<file path="config.mk">
export PLATFORM = sky130hd
export DESIGN_NAME = toroidal_life_automaton_core
export DESIGN_NICKNAME = d
export VERILOG_FILES = /design/src/sv/tla_pkg.sv /design/src/sv/tla_seed_gen.sv /design/src/sv/tla_row_rule.sv /design/src/sv/toroidal_life_automaton_core.sv
export SDC_FILE = /design/constraint.sdc
export NUM_CORES = 1
export LEC_CHECK = 0
export ABC_AREA = 1
export BUFFER_PORTS_ARGS = -buffer_cell sky130_fd_sc_hd__buf_2
export CORE_MARGIN = 2
export CORE_UTILIZATION = 38
export CTS_CLUSTER_DIAMETER = 120
export DETAILED_ROUTE_END_ITERATION = 8
export SYNTH_ARGS = -nofsm -noshare
export SYNTH_HDL_FRONTEND = slang
export SYNTH_HIERARCHICAL = 1
export SYNTH_SLANG_ARGS = --single-unit
</file>
<file path="constraint.sdc">
create_clock -name clk_i -period 6.4 [get_ports clk_i]
set_input_delay 0.32 -clock clk_i [delete_from_list [all_inputs] [get_ports clk_i]]
set_output_delay 0.32 -clock clk_i [all_outputs]
set_load 0.02 [all_outputs]
</file>
<file path="src/sv/tla_pkg.sv">
// Shared types, constants and helper functions for the toroidal life automaton.
// No dependencies; used by tla_seed_gen and toroidal_life_automaton_core.
package tla_pkg;

  // Field widths of the item ports
  localparam int RowIdxW  = 4;
  localparam int RowBitsW = 16;
  localparam int SeedW    = 9;
  localparam int MaxEmit  = 16;

  // Seeding generator: i = (i * 2089) % 491, and 2089 mod 491 is 125
  localparam logic [SeedW-1:0] SEED_RESET  = 9'd10;
  localparam logic [6:0]       GEN_MUL_RED = 7'd125;
  localparam logic [SeedW-1:0] GEN_MOD     = 9'd491;
  // floor(p / 491) == (p * 68339) >> 25 for every 16-bit p
  localparam logic [16:0]      GEN_RECIP   = 17'd68339;
  localparam int               GEN_RSHIFT  = 25;
  localparam logic [2:0]       GEN_THRESH  = 3'd2;

  typedef enum logic [1:0] {
    CMD_WRITE = 2'd0,
    CMD_STEP  = 2'd1,
    CMD_SEED  = 2'd2
  } cmd_e;

  typedef enum logic [2:0] {
    ST_IDLE,
    ST_PRIME_LAST,
    ST_PRIME_FIRST,
    ST_RUN,
    ST_SEED_ISSUE,
    ST_SEED_WAIT
  } state_e;

  typedef enum logic [1:0] {
    GEN_IDLE,
    GEN_QUOT,
    GEN_REDUCE
  } gen_phase_e;

  // Sequencer to generator
  typedef struct packed {
    logic load;   // take the start value
    logic start;  // run one generator step
  } gen_req_t;

  // Generator to sequencer
  typedef struct packed {
    logic done;   // new value ready this cycle
    logic alive;  // cell state that value gives
  } gen_rsp_t;

  // Residue mod 7 of a 9-bit value: octal digits sum, since 8 == 1 mod 7
  function automatic logic [2:0] mod7(input logic [SeedW-1:0] v);
    logic [4:0] s1;
    logic [3:0] s2;
    logic [2:0] s3;
    s1 = 5'(v[8:6]) + 5'(v[5:3]) + 5'(v[2:0]);
    s2 = 4'(s1[4:3]) + 4'(s1[2:0]);
    s3 = 3'(s2[3]) + s2[2:0];
    return (s3 == 3'd7) ? 3'd0 : s3;
  endfunction

endpackage

</file>
<file path="src/sv/tla_seed_gen.sv">
// Seeding generator: one step of i = (i * 2089) % 491 per start, through multiply, quotient and reduce.
// Depends on tla_pkg (request/response structs, constants, mod7).
module tla_seed_gen (
  input  logic                      clk_i,
  input  logic                      rst_ni,
  input  tla_pkg::gen_req_t         req_i,
  input  logic [tla_pkg::SeedW-1:0] seed_start_i,
  output tla_pkg::gen_rsp_t         rsp_o
);

  tla_pkg::gen_phase_e phase_q, phase_d;

  logic [tla_pkg::SeedW-1:0] val_q, val_d;
  logic [15:0]               prod_q, prod_d;
  logic [7:0]                quot_q, quot_d;
  logic                      done_q, done_d;
  logic [32:0]               recip_prod;
  logic [15:0]               remainder;

  // Reciprocal multiply for the quotient, then subtract back
  assign recip_prod = 33'(prod_q) * 33'(tla_pkg::GEN_RECIP);
  assign remainder  = prod_q - 16'(quot_q) * 16'(tla_pkg::GEN_MOD);

  // Phase sequencing and datapath next values
  always_comb begin
    phase_d = phase_q;
    val_d   = val_q;
    prod_d  = prod_q;
    quot_d  = quot_q;
    done_d  = 1'b0;
    case (phase_q)
      tla_pkg::GEN_IDLE: begin
        if (req_i.load) begin
          val_d = seed_start_i;
        end else if (req_i.start) begin
          prod_d  = 16'(val_q) * 16'(tla_pkg::GEN_MUL_RED);
          phase_d = tla_pkg::GEN_QUOT;
        end
      end
      tla_pkg::GEN_QUOT: begin
        quot_d  = recip_prod[tla_pkg::GEN_RSHIFT +: 8];
        phase_d = tla_pkg::GEN_REDUCE;
      end
      tla_pkg::GEN_REDUCE: begin
        val_d   = remainder[tla_pkg::SeedW-1:0];
        done_d  = 1'b1;
        phase_d = tla_pkg::GEN_IDLE;
      end
      default: begin
        phase_d = tla_pkg::GEN_IDLE;
      end
    endcase
  end

  // Control state
  always_ff @(posedge clk_i or negedge rst_ni) begin
    if (!rst_ni) begin
      phase_q <= tla_pkg::GEN_IDLE;
      done_q  <= 1'b0;
    end else begin
      phase_q <= phase_d;
      done_q  <= done_d;
    end
  end

  // Datapath
  always_ff @(posedge clk_i) begin
    val_q  <= val_d;
    prod_q <= prod_d;
    quot_q <= quot_d;
  end

  assign rsp_o.done  = done_q;
  assign rsp_o.alive = (tla_pkg::mod7(val_q) > tla_pkg::GEN_THRESH);

endmodule

</file>
<file path="src/sv/tla_row_rule.sv">
// Next-generation rule for one row, from the old rows above, at and below it.
// Standalone; columns wrap at the grid edge.
module tla_row_rule #(
  parameter int GRID_SIZE = 16
) (
  input  logic [GRID_SIZE-1:0] prev_i,
  input  logic [GRID_SIZE-1:0] cur_i,
  input  logic [GRID_SIZE-1:0] next_i,
  output logic [GRID_SIZE-1:0] row_o
);

  for (genvar x = 0; x < GRID_SIZE; x++) begin : g_col
    localparam int XL = (x == 0) ? GRID_SIZE - 1 : x - 1;
    localparam int XR = (x == GRID_SIZE - 1) ? 0 : x + 1;

    logic [3:0] total;

    // Cell plus its eight neighbors
    assign total = 4'(prev_i[XL]) + 4'(prev_i[x]) + 4'(prev_i[XR])
                 + 4'(cur_i[XL])  + 4'(cur_i[x])  + 4'(cur_i[XR])
                 + 4'(next_i[XL]) + 4'(next_i[x]) + 4'(next_i[XR]);

    // Born or kept at 3 or 4, unchanged at 2, dead otherwise
    assign row_o[x] = (total == 4'd3 || total == 4'd4) ? 1'b1 :
                      (total == 4'd2) ? cur_i[x] : 1'b0;
  end

endmodule

</file>
<file path="src/sv/toroidal_life_automaton_core.sv">
// Top level of the toroidal life automaton: row memory, command sequencer, output word.
// Depends on tla_pkg, tla_seed_gen and tla_row_rule.
//
//  channel | signals                                   | dir | words
//  --------+-------------------------------------------+-----+---------------------------
//  cfg     | cfg_valid_i cfg_ready_o cfg_data_i        | in  | seed start value
//  in      | in_valid_i in_ready_o cmd_i row_index_i   | in  | write / step / seed command
//          | row_bits_i                                |     |
//  out     | out_valid_o out_ready_i out_row_index_o   | out | one new row per word
//          | out_row_bits_o last_row_o                 |     |
//
// Write: taken in the idle state. Step: primes the old bottom and top rows, then one row
// per cycle through the single read port of the row memory, while out_ready_i does not
// hold the output word. Seed: a read-modify-write of one cell per generator step.
// Reset clears every row through per-row valid bits; no clearing pass is needed.
// The input waits in ready low while a command runs; cfg is always ready.
module toroidal_life_automaton_core #(
  parameter int GRID_SIZE = 16
) (
  input  logic                         clk_i,
  input  logic                         rst_ni,
  // configuration
  input  logic                         cfg_valid_i,
  output logic                         cfg_ready_o,
  input  logic [tla_pkg::SeedW-1:0]    cfg_data_i,
  // commands
  input  logic                         in_valid_i,
  output logic                         in_ready_o,
  input  logic [1:0]                   cmd_i,
  input  logic [tla_pkg::RowIdxW-1:0]  row_index_i,
  input  logic [tla_pkg::RowBitsW-1:0] row_bits_i,
  // results
  output logic                         out_valid_o,
  input  logic                         out_ready_i,
  output logic [tla_pkg::RowIdxW-1:0]  out_row_index_o,
  output logic [tla_pkg::RowBitsW-1:0] out_row_bits_o,
  output logic                         last_row_o
);

  localparam int AW      = $clog2(GRID_SIZE);
  localparam int NumEmit = (GRID_SIZE < tla_pkg::MaxEmit) ? GRID_SIZE : tla_pkg::MaxEmit;

  tla_pkg::state_e state_q, state_d;

  logic [tla_pkg::SeedW-1:0] seed_start_q;
  logic [AW-1:0]             x_q, x_d, y_q, y_d;
  logic [AW:0]               y_plus2;
  logic [GRID_SIZE-1:0]      prev_q, prev_d, cur_q, cur_d, first_q, first_d;
  logic [GRID_SIZE-1:0]      next_row, new_row, seed_row;

  logic                         out_valid_q, out_valid_d;
  logic [tla_pkg::RowIdxW-1:0]  out_idx_q, out_idx_d;
  logic [tla_pkg::RowBitsW-1:0] out_bits_q, out_bits_d;
  logic                         out_last_q, out_last_d;
  logic                         out_load, emit, advance;

  // Row memory with per-row valid bits
  logic [GRID_SIZE-1:0] mem_q [GRID_SIZE];
  logic [GRID_SIZE-1:0] row_valid_q;
  logic [GRID_SIZE-1:0] rd_q;
  logic                 mem_we, mem_re;
  logic [AW-1:0]        mem_waddr, mem_raddr;
  logic [GRID_SIZE-1:0] mem_wdata;

  tla_pkg::gen_req_t gen_req;
  tla_pkg::gen_rsp_t gen_rsp;

  tla_seed_gen u_seed_gen (
    .clk_i        (clk_i),
    .rst_ni       (rst_ni),
    .req_i        (gen_req),
    .seed_start_i (seed_start_q),
    .rsp_o        (gen_rsp)
  );

  tla_row_rule #(
    .GRID_SIZE (GRID_SIZE)
  ) u_row_rule (
    .prev_i (prev_q),
    .cur_i  (cur_q),
    .next_i (next_row),
    .row_o  (new_row)
  );

  assign cfg_ready_o = 1'b1;
  assign in_ready_o  = (state_q == tla_pkg::ST_IDLE);

  // Row below the current one; the bottom row wraps to the saved old top row
  assign next_row = (int'(y_q) == GRID_SIZE - 1) ? first_q : rd_q;
  assign y_plus2  = {1'b0, y_q} + (AW+1)'(2);

  // Seed cell update: column zero starts a cleared row
  always_comb begin
    seed_row      = (x_q == '0) ? '0 : rd_q;
    seed_row[x_q] = gen_rsp.alive;
  end

  // Output word room and whether this row is shown at all
  assign emit    = (int'(y_q) < NumEmit);
  assign advance = !emit || !out_valid_q || out_ready_i;

  // Sequencer: next state, memory strobes, window and output loads
  always_comb begin
    state_d    = state_q;
    x_d        = x_q;
    y_d        = y_q;
    prev_d     = prev_q;
    cur_d      = cur_q;
    first_d    = first_q;
    mem_we     = 1'b0;
    mem_waddr  = y_q;
    mem_wdata  = new_row;
    mem_re     = 1'b0;
    mem_raddr  = y_plus2[AW-1:0];
    gen_req    = '0;
    out_load   = 1'b0;
    out_idx_d  = out_idx_q;
    out_bits_d = out_bits_q;
    out_last_d = out_last_q;
    case (state_q)
      tla_pkg::ST_IDLE: begin
        if (in_valid_i) begin
          case (tla_pkg::cmd_e'(cmd_i))
            tla_pkg::CMD_WRITE: begin
              mem_we    = (int'(row_index_i) < GRID_SIZE);
              mem_waddr = AW'(row_index_i);
              mem_wdata = GRID_SIZE'(row_bits_i);
            end
            tla_pkg::CMD_STEP: begin
              mem_re    = 1'b1;
              mem_raddr = AW'(GRID_SIZE - 1);
              state_d   = tla_pkg::ST_PRIME_LAST;
            end
            tla_pkg::CMD_SEED: begin
              gen_req.load = 1'b1;
              x_d          = '0;
              y_d          = '0;
              state_d      = tla_pkg::ST_SEED_ISSUE;
            end
            default: begin
              // unused code: dropped
            end
          endcase
        end
      end
      tla_pkg::ST_PRIME_LAST: begin
        prev_d    = rd_q;
        mem_re    = 1'b1;
        mem_raddr = '0;
        state_d   = tla_pkg::ST_PRIME_FIRST;
      end
      tla_pkg::ST_PRIME_FIRST: begin
        cur_d     = rd_q;
        first_d   = rd_q;
        mem_re    = 1'b1;
        mem_raddr = AW'(1);
        y_d       = '0;
        state_d   = tla_pkg::ST_RUN;
      end
      tla_pkg::ST_RUN: begin
        if (advance) begin
          mem_we = 1'b1;
          mem_re = (int'(y_plus2) < GRID_SIZE);
          prev_d = cur_q;
          cur_d  = next_row;
          if (emit) begin
            out_load   = 1'b1;
            out_idx_d  = tla_pkg::RowIdxW'(y_q);
            out_bits_d = tla_pkg::RowBitsW'(new_row);
            out_last_d = (int'(y_q) == NumEmit - 1);
          end
          if (int'(y_q) == GRID_SIZE - 1) begin
            state_d = tla_pkg::ST_IDLE;
          end else begin
            y_d = y_q + AW'(1);
          end
        end
      end
      tla_pkg::ST_SEED_ISSUE: begin
        mem_re        = 1'b1;
        mem_raddr     = y_q;
        gen_req.start = 1'b1;
        state_d       = tla_pkg::ST_SEED_WAIT;
      end
      tla_pkg::ST_SEED_WAIT: begin
        if (gen_rsp.done) begin
          mem_we    = 1'b1;
          mem_waddr = y_q;
          mem_wdata = seed_row;
          state_d   = tla_pkg::ST_SEED_ISSUE;
          if (int'(y_q) == GRID_SIZE - 1) begin
            y_d = '0;
            if (int'(x_q) == GRID_SIZE - 1) begin
              state_d = tla_pkg::ST_IDLE;
            end else begin
              x_d = x_q + AW'(1);
            end
          end else begin
            y_d = y_q + AW'(1);
          end
        end
      end
      default: begin
        state_d = tla_pkg::ST_IDLE;
      end
    endcase
  end

  // Output word valid: cleared when taken, set when a row is loaded
  always_comb begin
    out_valid_d = out_valid_q;
    if (out_valid_q && out_ready_i) begin
      out_valid_d = 1'b0;
    end
    if (out_load) begin
      out_valid_d = 1'b1;
    end
  end

  // Control state
  always_ff @(posedge clk_i or negedge rst_ni) begin
    if (!rst_ni) begin
      state_q      <= tla_pkg::ST_IDLE;
      seed_start_q <= tla_pkg::SEED_RESET;
      out_valid_q  <= 1'b0;
      row_valid_q  <= '0;
      x_q          <= '0;
      y_q          <= '0;
    end else begin
      state_q     <= state_d;
      out_valid_q <= out_valid_d;
      x_q         <= x_d;
      y_q         <= y_d;
      if (cfg_valid_i) begin
        seed_start_q <= cfg_data_i;
      end
      if (mem_we) begin
        row_valid_q[mem_waddr] <= 1'b1;
      end
    end
  end

  // Row window and output word payload
  always_ff @(posedge clk_i) begin
    prev_q     <= prev_d;
    cur_q      <= cur_d;
    first_q    <= first_d;
    out_idx_q  <= out_idx_d;
    out_bits_q <= out_bits_d;
    out_last_q <= out_last_d;
  end

  // Row memory: one write port, one registered read port
  always_ff @(posedge clk_i) begin
    if (mem_we) begin
      mem_q[mem_waddr] <= mem_wdata;
    end
    if (mem_re) begin
      rd_q <= row_valid_q[mem_raddr] ? mem_q[mem_raddr] : '0;
    end
  end

  assign out_valid_o     = out_valid_q;
  assign out_row_index_o = out_idx_q;
  assign out_row_bits_o  = out_bits_q;
  assign last_row_o      = out_last_q;

`ifndef ASSERT_OFF
  // A row is never read in the cycle it is rewritten
  a_no_rw_same_row: assert property (@(posedge clk_i) disable iff (!rst_ni)
    (mem_we && mem_re) |-> (mem_waddr != mem_raddr))
    else $error("row memory read and write hit the same row");

  // A new row never overwrites a word still waiting
  a_out_no_overwrite: assert property (@(posedge clk_i) disable iff (!rst_ni)
    out_load |-> (!out_valid_q || out_ready_i))
    else $error("output word overwritten before taken");

  // Generator results arrive only while the seed sequencer waits for them
  a_gen_done_expected: assert property (@(posedge clk_i) disable iff (!rst_ni)
    gen_rsp.done |-> (state_q == tla_pkg::ST_SEED_WAIT))
    else $error("generator result outside a seed pass");

  // The marked word carries the final shown row
  a_last_row_index: assert property (@(posedge clk_i) disable iff (!rst_ni)
    (out_valid_o && last_row_o) |-> (out_row_index_o == tla_pkg::RowIdxW'(NumEmit - 1)))
    else $error("last row marker on the wrong row");

  // A step leaves the run state only with its bottom row
  a_run_exit: assert property (@(posedge clk_i) disable iff (!rst_ni)
    (state_q == tla_pkg::ST_RUN && state_d == tla_pkg::ST_IDLE)
      |-> (int'(y_q) == GRID_SIZE - 1))
    else $error("step left before the bottom row");
`endif

endmodule
</file>
==> results of run 1 <==
==> sequential cells by signal (all words and copies together) (netlist names) <==
signal,flops
mem_q,256
out_row_index_o,4
y_q,4
u_seed_gen/quot_q,8
last_row_o,1
state_q,3
u_seed_gen/val_q,9
out_valid_o,1
u_seed_gen/done_q,1
first_q,16
row_valid_q,16
out_row_bits_o,16
x_q,4
rd_q,16
prev_q,16
u_seed_gen/prod_q,16
u_seed_gen/phase_q,2
seed_start_q,9
cur_q,16
==> synthesized netlist by cell type, drive strengths merged, types with 18 or more instances <==
| master | number |
|---|---|
| o21ai | 124 |
| fa | 202 |
| edfxtp | 374 |
| nand3 | 427 |
| buf | 71 |
| inv | 633 |
| nand4 | 22 |
| a21oi | 52 |
| clkbuf | 18 |
| nor2 | 123 |
| ha | 264 |
| dfrtp | 38 |
| nand2 | 702 |
| xor2 | 21 |
==> logic make-up after synthesis <==
group,Yosys count
xor+xnor,35
simple gates,1308
buf+inv,722
flops,414
mux,9
compound gates,233
fa+ha+maj,466
other cells,1
==> metrics by stage <==
step | std cells | util (%) | hold WS (ns)
after floorplan | 3188 | - | 0.0244
after global placement | 4238 | 39.9 | 0.426
after detailed placement | 4238 | 39.9 | 0.425
after CTS | 4330 | 41.9 | 0.0455
after global routing | 4330 | 41.9 | 0.120
final | 4330 | 41.9 | 0.0770
==> worst paths after layout <==
path,endpoint,cells after the start,startpoint
min in group asynchronous,seed_start_q[2]$_DFFE_PN0P_,3,rst_ni
max in group asynchronous,row_valid_q[11]$_DFFE_PN0P_,3,rst_ni
hold / removal,out_valid_o$_DFFE_PN0P_,4,out_ready_i
setup / recovery,u_seed_gen/quot_q[2]$_DFFE_PN_,19,u_seed_gen/prod_q[6]$_DFFE_PP_
hold reg to reg,first_q[14]$_DFFE_PP_,0,rd_q[14]$_SDFFCE_PN0P_
setup reg to reg,u_seed_gen/quot_q[2]$_DFFE_PN_,19,u_seed_gen/prod_q[6]$_DFFE_PP_
==> critical path, delay by kind of cell, from the launching register on <==
| family | cells | cell delay [ns] |
|---|---|---|
| fa+ha+maj | 7 | 3.19 |
| buf+inv | 4 | 0.19 |
| simple gates | 7 | 0.82 |
| xor+xnor | 1 | 0.19 |
| flops | 1 | 0.67 |
==> cell type report <==
class / instances / area share [%]
clock inverters: 23 / 0.627
multi-input cells: 2052 / 45.4
inverters: 633 / 7.22
repair buffers: 99 / 1.93
flip-flops and latches: 414 / 37.2
clock buffers: 59 / 3.71
well taps: 1050 / 3.99
==> layout by cell type, fill, tap and decap left out, types with 46 or more instances in the layout <==
| cell type | synthesis | layout |
|---|---|---|
| a21oi_1 | 51 | 51 |
| buf_2 | 33 | 58 |
| clkbuf_16 | 0 | 46 |
| edfxtp_1 | 374 | 374 |
| fa_1 | 202 | 202 |
| ha_1 | 264 | 264 |
| inv_1 | 615 | 614 |
| nand2_1 | 670 | 670 |
| nand3_1 | 423 | 423 |
| nor2_1 | 110 | 92 |
| o21ai_0 | 106 | 106 |
==> routing by layer <==
metal	track usage, %	routed length [um]	up-vias
li1	-	-	10400
met1	25.5	33100	10200
met2	29.2	33200	564
met3	2.21	3950	128
met4	6.05	2400	0
met5	0	0	-
==> summary.md, run 1 <==
| Metric | Value |
|---|---|
| Status | `complete, no violations` |
| Root buf cell | `clkbuf_16` |
| HP Class | `in -> reg` |
| Mapped Area | `30100 um2` |
| FF/Latch Area | `12200 um2` |
| Slowest-stage cell, CP | `edfxtp_1` |
| Post-cts resize count | `0` |
| Top FF cell, synth | `edfxtp_1` |
| Core Area | `78600 um2` |
| Hold Buf Count CTS | `10` |
| Total global-route track usage | `18.2%` |
| Die footprint | `81400 um2` |
| DRT iter0 DRCs | `1695` |
| DP Area | `31400 um2` |
| Critical path data required time | `6.74 ns` |
| Multi-input logic area | `14900 um2` |
| Post-Synth Simple-Gate Area | `19.1%` |
| Setup repair bufs after CTS | `0` |
| Via count of the routed design | `21300` |
| Compound-Gate Fraction of Synth Area | `4.51%` |
| Worst-Margin Slew | `1.08 ns` |
| RSZ-0062 raised after global routing | `no` |
| Adder-Cell Fraction of Synth Area | `24.4%` |
| # DRC | `0` |
| CTS buffer count | `46` |
| Layout area overhead | `9.44%` |
| Share of cells above drive strength 1 | `8.29%` |
| Crit Path Category | `reg -> reg` |
| Setup slack, reg-to-reg | `1.08 ns` |
| Number of port buffers | `58` |
| Avg Vias per Cell | `4.92` |
| Post-Synthesis Net Count | `3690` |
| Post-place setup slack | `1.09 ns` |
| Largest family of logic cells by synthesized area | `adder cells` |
| Multiplexer share of the synthesized area | `0.337%` |
| HPWL Detailed | `50500 um` |
| Setup violations, final | `0` |
| Fillers | `7621` |
| GRT overflow | `0` |
| Routed WL per cell | `16.8 um` |
| Vias in the first global route | `21100` |
| Layout net count | `3748` |
| Largest net degree at the start of global routing | `87` |
| WP data arrival | `5.66 ns` |
| Worst Setup End Kind | `register` |
| Clk pin slew, worst setup/hold paths | `0.06 ns` |
| Setup TNS | `0 ns` |
| Detailed-route wire length | `72600 um` |
| Initial antenna violation count | `0` |
| TritonRoute pass-1 iters | `7` |
| Critical Path Fanout Max | `9` |
| Final Cell Area | `32900 um2` |
| Final Critical Period | `5.32 ns` |
| Post-synth ARST share | `9.66%` |
| Clock buffer depth | `3` |
| F_max | `188 MHz` |
| Synthesized netlist cell count | `3188` |
| Synth top area share | `37.3%` |
| Crit path cell chain | `fa_1, xor2_1, ha_1, fa_1, inv_1, fa_1, inv_1, fa_1, inv_1, fa_1, inv_1, ha_1, nand2_1, nor4_1, nand2_1, nand2_1, nand2_1, nand3_1, nand2_1` |
| Seq cells post-synth | `414` |
| Row count | `103` |
| Post-route setup slack | `1.08 ns` |
| EDFF count, synth | `374` |
| Crit share post-route | `83.1%` |
| Top Ports | `60` |
| Mean Syn Cell Area | `9.43 um2` |
| Antenna Nets Post-Route | `0` |
| TritonCTS clock tree | `done` |
| # diodes | `0` |
| Setup Skew | `0.0257 ns` |
| Unique masters post-synth | `57` |
| Width of the chip | `285 um` |
| Final Max Tran Viols | `0` |
| CP max stage delay | `0.67 ns` |
| Startpoint types | `register` |
| Worst-skew pair later-pin latency | `0.61 ns` |
| Gpl congestion | `0.867` |
| Area share of xor/xnor cells in the synthesized design | `1.02%` |
| Starting Density | `38.3%` |
| H-tree depth | `2` |
| Area contributors post-synth | `edfxtp_1 37%, fa_1 13%, ha_1 11%` |
| Max-cap violations | `0` |
| Synthesis Warnings | `6` |
| Final Hold Vio Count | `0` |
| Die Y | `285 um` |
| First-pass GRT wire length | `117000 um` |
| Sequential area share after synthesis | `40.7%` |
| Max_slew headroom | `27.8%` |
| Leading area contributor after synthesis | `edfxtp_1` |
| Clk sink count | `414` |
Power of run 1 is left out: the tool's default activity adds up to more than one toggle a clock period on the data nets, which glitch-free logic cannot reach.
==> run 2, diff against run 1 <==
--- a/config.mk
+++ b/config.mk
@@ -5,7 +5,7 @@
 export SDC_FILE = /design/constraint.sdc
 export NUM_CORES = 1
 export LEC_CHECK = 0
-export ABC_AREA = 1
+export ABC_AREA = 0
 export BUFFER_PORTS_ARGS = -buffer_cell sky130_fd_sc_hd__buf_2
 export CORE_MARGIN = 2
 export CORE_UTILIZATION = 38
==> constraint.sdc (replaced) <==
create_clock -name clk_i -period 4.41 [get_ports clk_i]
set_input_delay 0.2205 -clock clk_i [delete_from_list [all_inputs] [get_ports clk_i]]
set_output_delay 0.2205 -clock clk_i [all_outputs]
set_load 0.02 [all_outputs]
==> run 2 against run 1 <==
Effect of this change:
- the flow now finishes with violations (setup timing)
- via count down 8.0%
- critical path depth down 4
- clock-buffer cell count up 1
- fmax up 3.7%
- global-route usage up 0.77 points
- non-clock buffer count up 210
- critical path type unchanged
- largest cell class unchanged
==> summary.md, run 2 <==
| Metric | Value |
|---|---|
| Status | `finished with violations (was complete, no violations)` |
| Failing checks | `setup timing` |
| # DRC | `0 (unchanged)` |
| Clock share of power | `49.6%` |
| Crit. Startpoint | `u_seed_gen/prod_q[12]$_DFFE_PP_ (was u_seed_gen/prod_q[6]$_DFFE_PP_)` |
| Startpoint types | `register (unchanged)` |
| Hold path startpoint | `cfg_valid_i (was out_ready_i)` |
| Post-Synthesis Net Count | `2933 (was 3690)` |
| Most common library cell in the layout ignoring fill and taps | `edfxtp_1 (was nand2_1)` |
| Max-cap violations | `0 (unchanged)` |
| GRT overflow | `0 (unchanged)` |
| Finished Layout Cells | `3698 (was 4330)` |
| Largest net degree at the start of global routing | `128 (was 87)` |
| Antenna Nets Post-Route | `0 (unchanged)` |
| H-tree depth | `2 (unchanged)` |
| Routed WL per cell | `19.7 um (was 16.8 um)` |
| Top FF cell, synth | `edfxtp_1 (unchanged)` |
| Fillers | `6495 (was 7621)` |
| TritonRoute pass-1 iters | `6 (was 7)` |
| Final Critical Period | `5.13 ns (was 5.32 ns)` |
| Max reg flops | `256 (unchanged)` |
| Sequential area share after synthesis | `43.8% (was 40.7%)` |
| Clk pin slew, worst setup/hold paths | `0.06 ns (about the same)` |
| Most frequent cells in the layout | `374 x edfxtp_1, 301 x inv_1, 293 x nand2_1 (was 670 x nand2_1, 614 x inv_1, 423 x nand3_1)` |
| Max_slew headroom | `16.3% (was 27.8%)` |
| Post-place setup slack | `-0.756 ns (was 1.09 ns)` |
| EDFF count, synth | `374 (unchanged)` |
| Internal Pwr Total | `0.00680 W` |
| Die Y | `275 um (was 285 um)` |
| Leak | `14.4 nW` |
| Layout net count | `3203 (was 3748)` |
| Avg Vias per Cell | `5.29 (was 4.92)` |
| Setup Skew | `0.0538 ns (was 0.0257 ns)` |
| Largest register by flop count | `mem_q (unchanged)` |
| Post-route setup slack | `-0.721 ns (was 1.08 ns)` |
| Final Hold Vio Count | `0 (unchanged)` |
| Crit Path Category | `reg -> reg (unchanged)` |
| Worst Setup End Kind | `register (unchanged)` |
| Worst-skew pair later-pin latency | `0.62 ns (was 0.61 ns)` |
| RSZ-0062 raised after global routing | `yes (was no)` |
| CP max stage delay | `0.57 ns (was 0.67 ns)` |
| Gpl congestion | `0.881 (was 0.867)` |
| # diodes | `0 (unchanged)` |
| Mean Syn Cell Area | `11.5 um2 (was 9.43 um2)` |
| Vias in the first global route | `19900 (was 21100)` |
| Unique masters post-synth | `86 (was 57)` |
| Number of port buffers | `58 (unchanged)` |
| Most frequent cell on the critical path | `fa_1` |
| Sw frac | `20.5%` |
| Core Area | `72800 um2 (was 78600 um2)` |
| Reg2reg start | `u_seed_gen/prod_q[12]$_DFFE_PP_ (was u_seed_gen/prod_q[6]$_DFFE_PP_)` |
| Buf/Inv on CP | `1 (was 4)` |
| Detailed-route wire length | `72900 um (was 72600 um)` |
| Sequential power share | `49.6%` |
| Width of the chip | `275 um (was 285 um)` |
| Critical Path Fanout Max | `4 (was 9)` |
| Mapped Area | `27900 um2 (was 30100 um2)` |
| Leading area contributor after synthesis | `edfxtp_1 (unchanged)` |
| Row count | `99 (was 103)` |
| Slowest-stage cell, CP | `fa_1 (was edfxtp_1)` |
| Initial antenna violation count | `4 (was 0)` |
| F_max | `195 MHz (was 188 MHz)` |
| TritonCTS clock tree | `done (unchanged)` |
| Worst-Margin Slew | `1.25 ns (was 1.08 ns)` |
| Synth cell count leaders | `374 x edfxtp_1, 329 x inv_1, 312 x nand2_1 (was 670 x nand2_1, 615 x inv_1, 423 x nand3_1)` |
| Seq cells post-synth | `414 (unchanged)` |
| WHS | `0.0660 ns (was 0.0770 ns)` |
| Setup violations, final | `103 (was 0)` |
| P_sw | `0.00175 W` |
| Critical path's top delay family | `adder cells (unchanged)` |
| Synth top area share | `40.2% (was 37.3%)` |
| VDD IR-drop max | `0.000288 V` |
| Comb power frac | `0.8%` |
| Crit path cell chain | `fa_1, ha_1, or2_2, fa_1, fa_1, fa_1, fa_1, ha_4, a21oi_2, o21ai_2, a221oi_2, a22oi_2, buf_4, o21ai_0, a31oi_1 (was fa_1, xor2_1, ha_1, fa_1, inv_1, fa_1, inv_1, fa_1, inv_1, fa_1, inv_1, ha_1, nand2_1, nor4_1, nand2_1, nand2_1, nand2_1, nand3_1, nand2_1)` |
| Area contributors post-synth | `edfxtp_1 40%, fa_1 14%, ha_1 12% (was edfxtp_1 37%, fa_1 13%, ha_1 11%)` |
| Clk sink count | `414 (unchanged)` |
| Layout area overhead | `22.4% (was 9.44%)` |
| Starting Density | `38.3% (about the same)` |
| WP data arrival | `5.45 ns (was 5.66 ns)` |
| Root buf cell | `clkbuf_16 (unchanged)` |
| HP Class | `in -> reg (unchanged)` |
| Post-Route Utilization | `46.9% (was 41.9%)` |
| Synthesis Warnings | `6 (unchanged)` |
| Share of cells above drive strength 1 | `23.1% (was 8.29%)` |
| Clock buffer depth | `3 (unchanged)` |
| Count leader, synth | `edfxtp_1 (was nand2_1)` |
| # placed instances | `3531 (was 4238)` |
| CTS buffer count | `48 (was 46)` |
| Crit share post-route | `116% (was 83.1%)` |
| Critical path data required time | `4.73 ns (was 6.74 ns)` |
| HPWL Detailed | `49200 um (was 50500 um)` |
| First-pass GRT wire length | `111000 um (was 117000 um)` |
| Post-synth ARST share | `9.66% (unchanged)` |
| Top Ports | `60 (unchanged)` |
| Die footprint | `75600 um2 (was 81400 um2)` |
| Power density over the cells | `250 nW/um2` |
| DRT iter0 DRCs | `1664 (was 1695)` |
| Total global-route track usage | `18.9% (was 18.2%)` |
| Via count of the routed design | `19600 (was 21300)` |
| Synthesized netlist cell count | `2431 (was 3188)` |
| Final Max Tran Viols | `0 (unchanged)` |
run 2: changes by cell type in the layout (fill, tap and decap cells not counted), sizes merged, moves of 62 or more:
| cell | change |
|---|---|
| a311oi | +65 |
| nand2 | -390 |
| nor2 | -62 |
| a21oi | +91 |
| nand3 | -406 |
| inv | -304 |
| and3 | +68 |
| buf | +204 |
run 2: worst reg2reg max path, stage by stage (launching register included):
cell,delay [ns]
edfxtp_1,0.45
fa_1,0.55
ha_1,0.22
or2_2,0.31
fa_1,0.54
fa_1,0.44
fa_1,0.48
fa_1,0.57
ha_4,0.22
a21oi_2,0.14
o21ai_2,0.08
a221oi_2,0.26
a22oi_2,0.10
buf_4,0.15
o21ai_0,0.21
a31oi_1,0.14
run 2: logic make-up (layout without fill, tap and decap cells):
family          Yosys count  after routing  share of synthesized area (%)
simple gates            603            603                           10.3
compound gates          469            469                           11.6
fa+ha+maj               466            466                           26.3
buf+inv                 419            727                           5.94
flops                   414            414                           43.8
xor+xnor                 44             44                           1.38
mux                      15             15                          0.583
other cells               1              1                         0.0134
run 2: final timing paths:
kind                       slack [ns]                             end  cells past startpoint
max                             -0.72  u_seed_gen/quot_q[6]$_DFFE_PN_                     15
min                              0.07     seed_start_q[7]$_DFFE_PN0P_                      2
max reg2reg                     -0.72  u_seed_gen/quot_q[6]$_DFFE_PN_                     15
min reg2reg                      0.46           first_q[12]$_DFFE_PP_                      0
max in group asynchronous        3.26              y_q[1]$_DFFE_PN0P_                      2
min in group asynchronous        0.44              x_q[3]$_DFFE_PN0P_                      2
run 2: per-layer routing:
layer	routed length, um	global-route usage, %	vias up
met1	32300	25.9	9867
met5	0	0	-
met4	1640	5.18	0
li1	-	-	9066
met3	3780	2.39	108
met2	35200	31.7	534
run 2: cell type report:
type	count	area [um2]	area share, %
repair buffers	309	2690	7.86
flip-flops and latches	414	12200	35.8
clock buffers	60	1310	3.83
well taps	959	1200	3.51
multi-input cells	1598	15100	44.2
clock inverters	28	389	1.14
inverters	330	1250	3.65
run 2: power groups by stage:
stage | registers (W) | clock network [W] | logic, W
2_1_floorplan | 0.00432 | 0 | 0.0000240
3_3_place_gp | 0.00432 | 0 | 0.0000601
3_5_place_dp | 0.00432 | 0 | 0.0000619
4_1_cts | 0.00424 | 0.00433 | 0.0000706
5_1_grt | 0.00424 | 0.00446 | 0.0000767
6_report | 0.00424 | 0.00424 | 0.0000709
run 2: metrics by stage:
stage               area (um2)  power (W)  setup TNS, ns
finish                   34200    0.00855         -10.32
global route             34200    0.00878         -33.01
CTS                      33200    0.00863          -5.52
detailed placement       30700    0.00438         -61.07
global placement         30700    0.00438         -32.36
floorplan                28000    0.00434          -3.77
run 2: timing repair:
| action | CTS | global route |
|---|---|---|
| resized for setup | 109 | 162 |
| endpoints found under the setup margin | 267 | 269 |
| gates cloned | 6 | 7 |
| setup buffers | 28 | 35 |
| hold buffers | 10 | 0 |
| pin swaps | 59 | 107 |
| hold endpoints to repair | 47 | 0 |
Power figures use the tool's default switching activity.
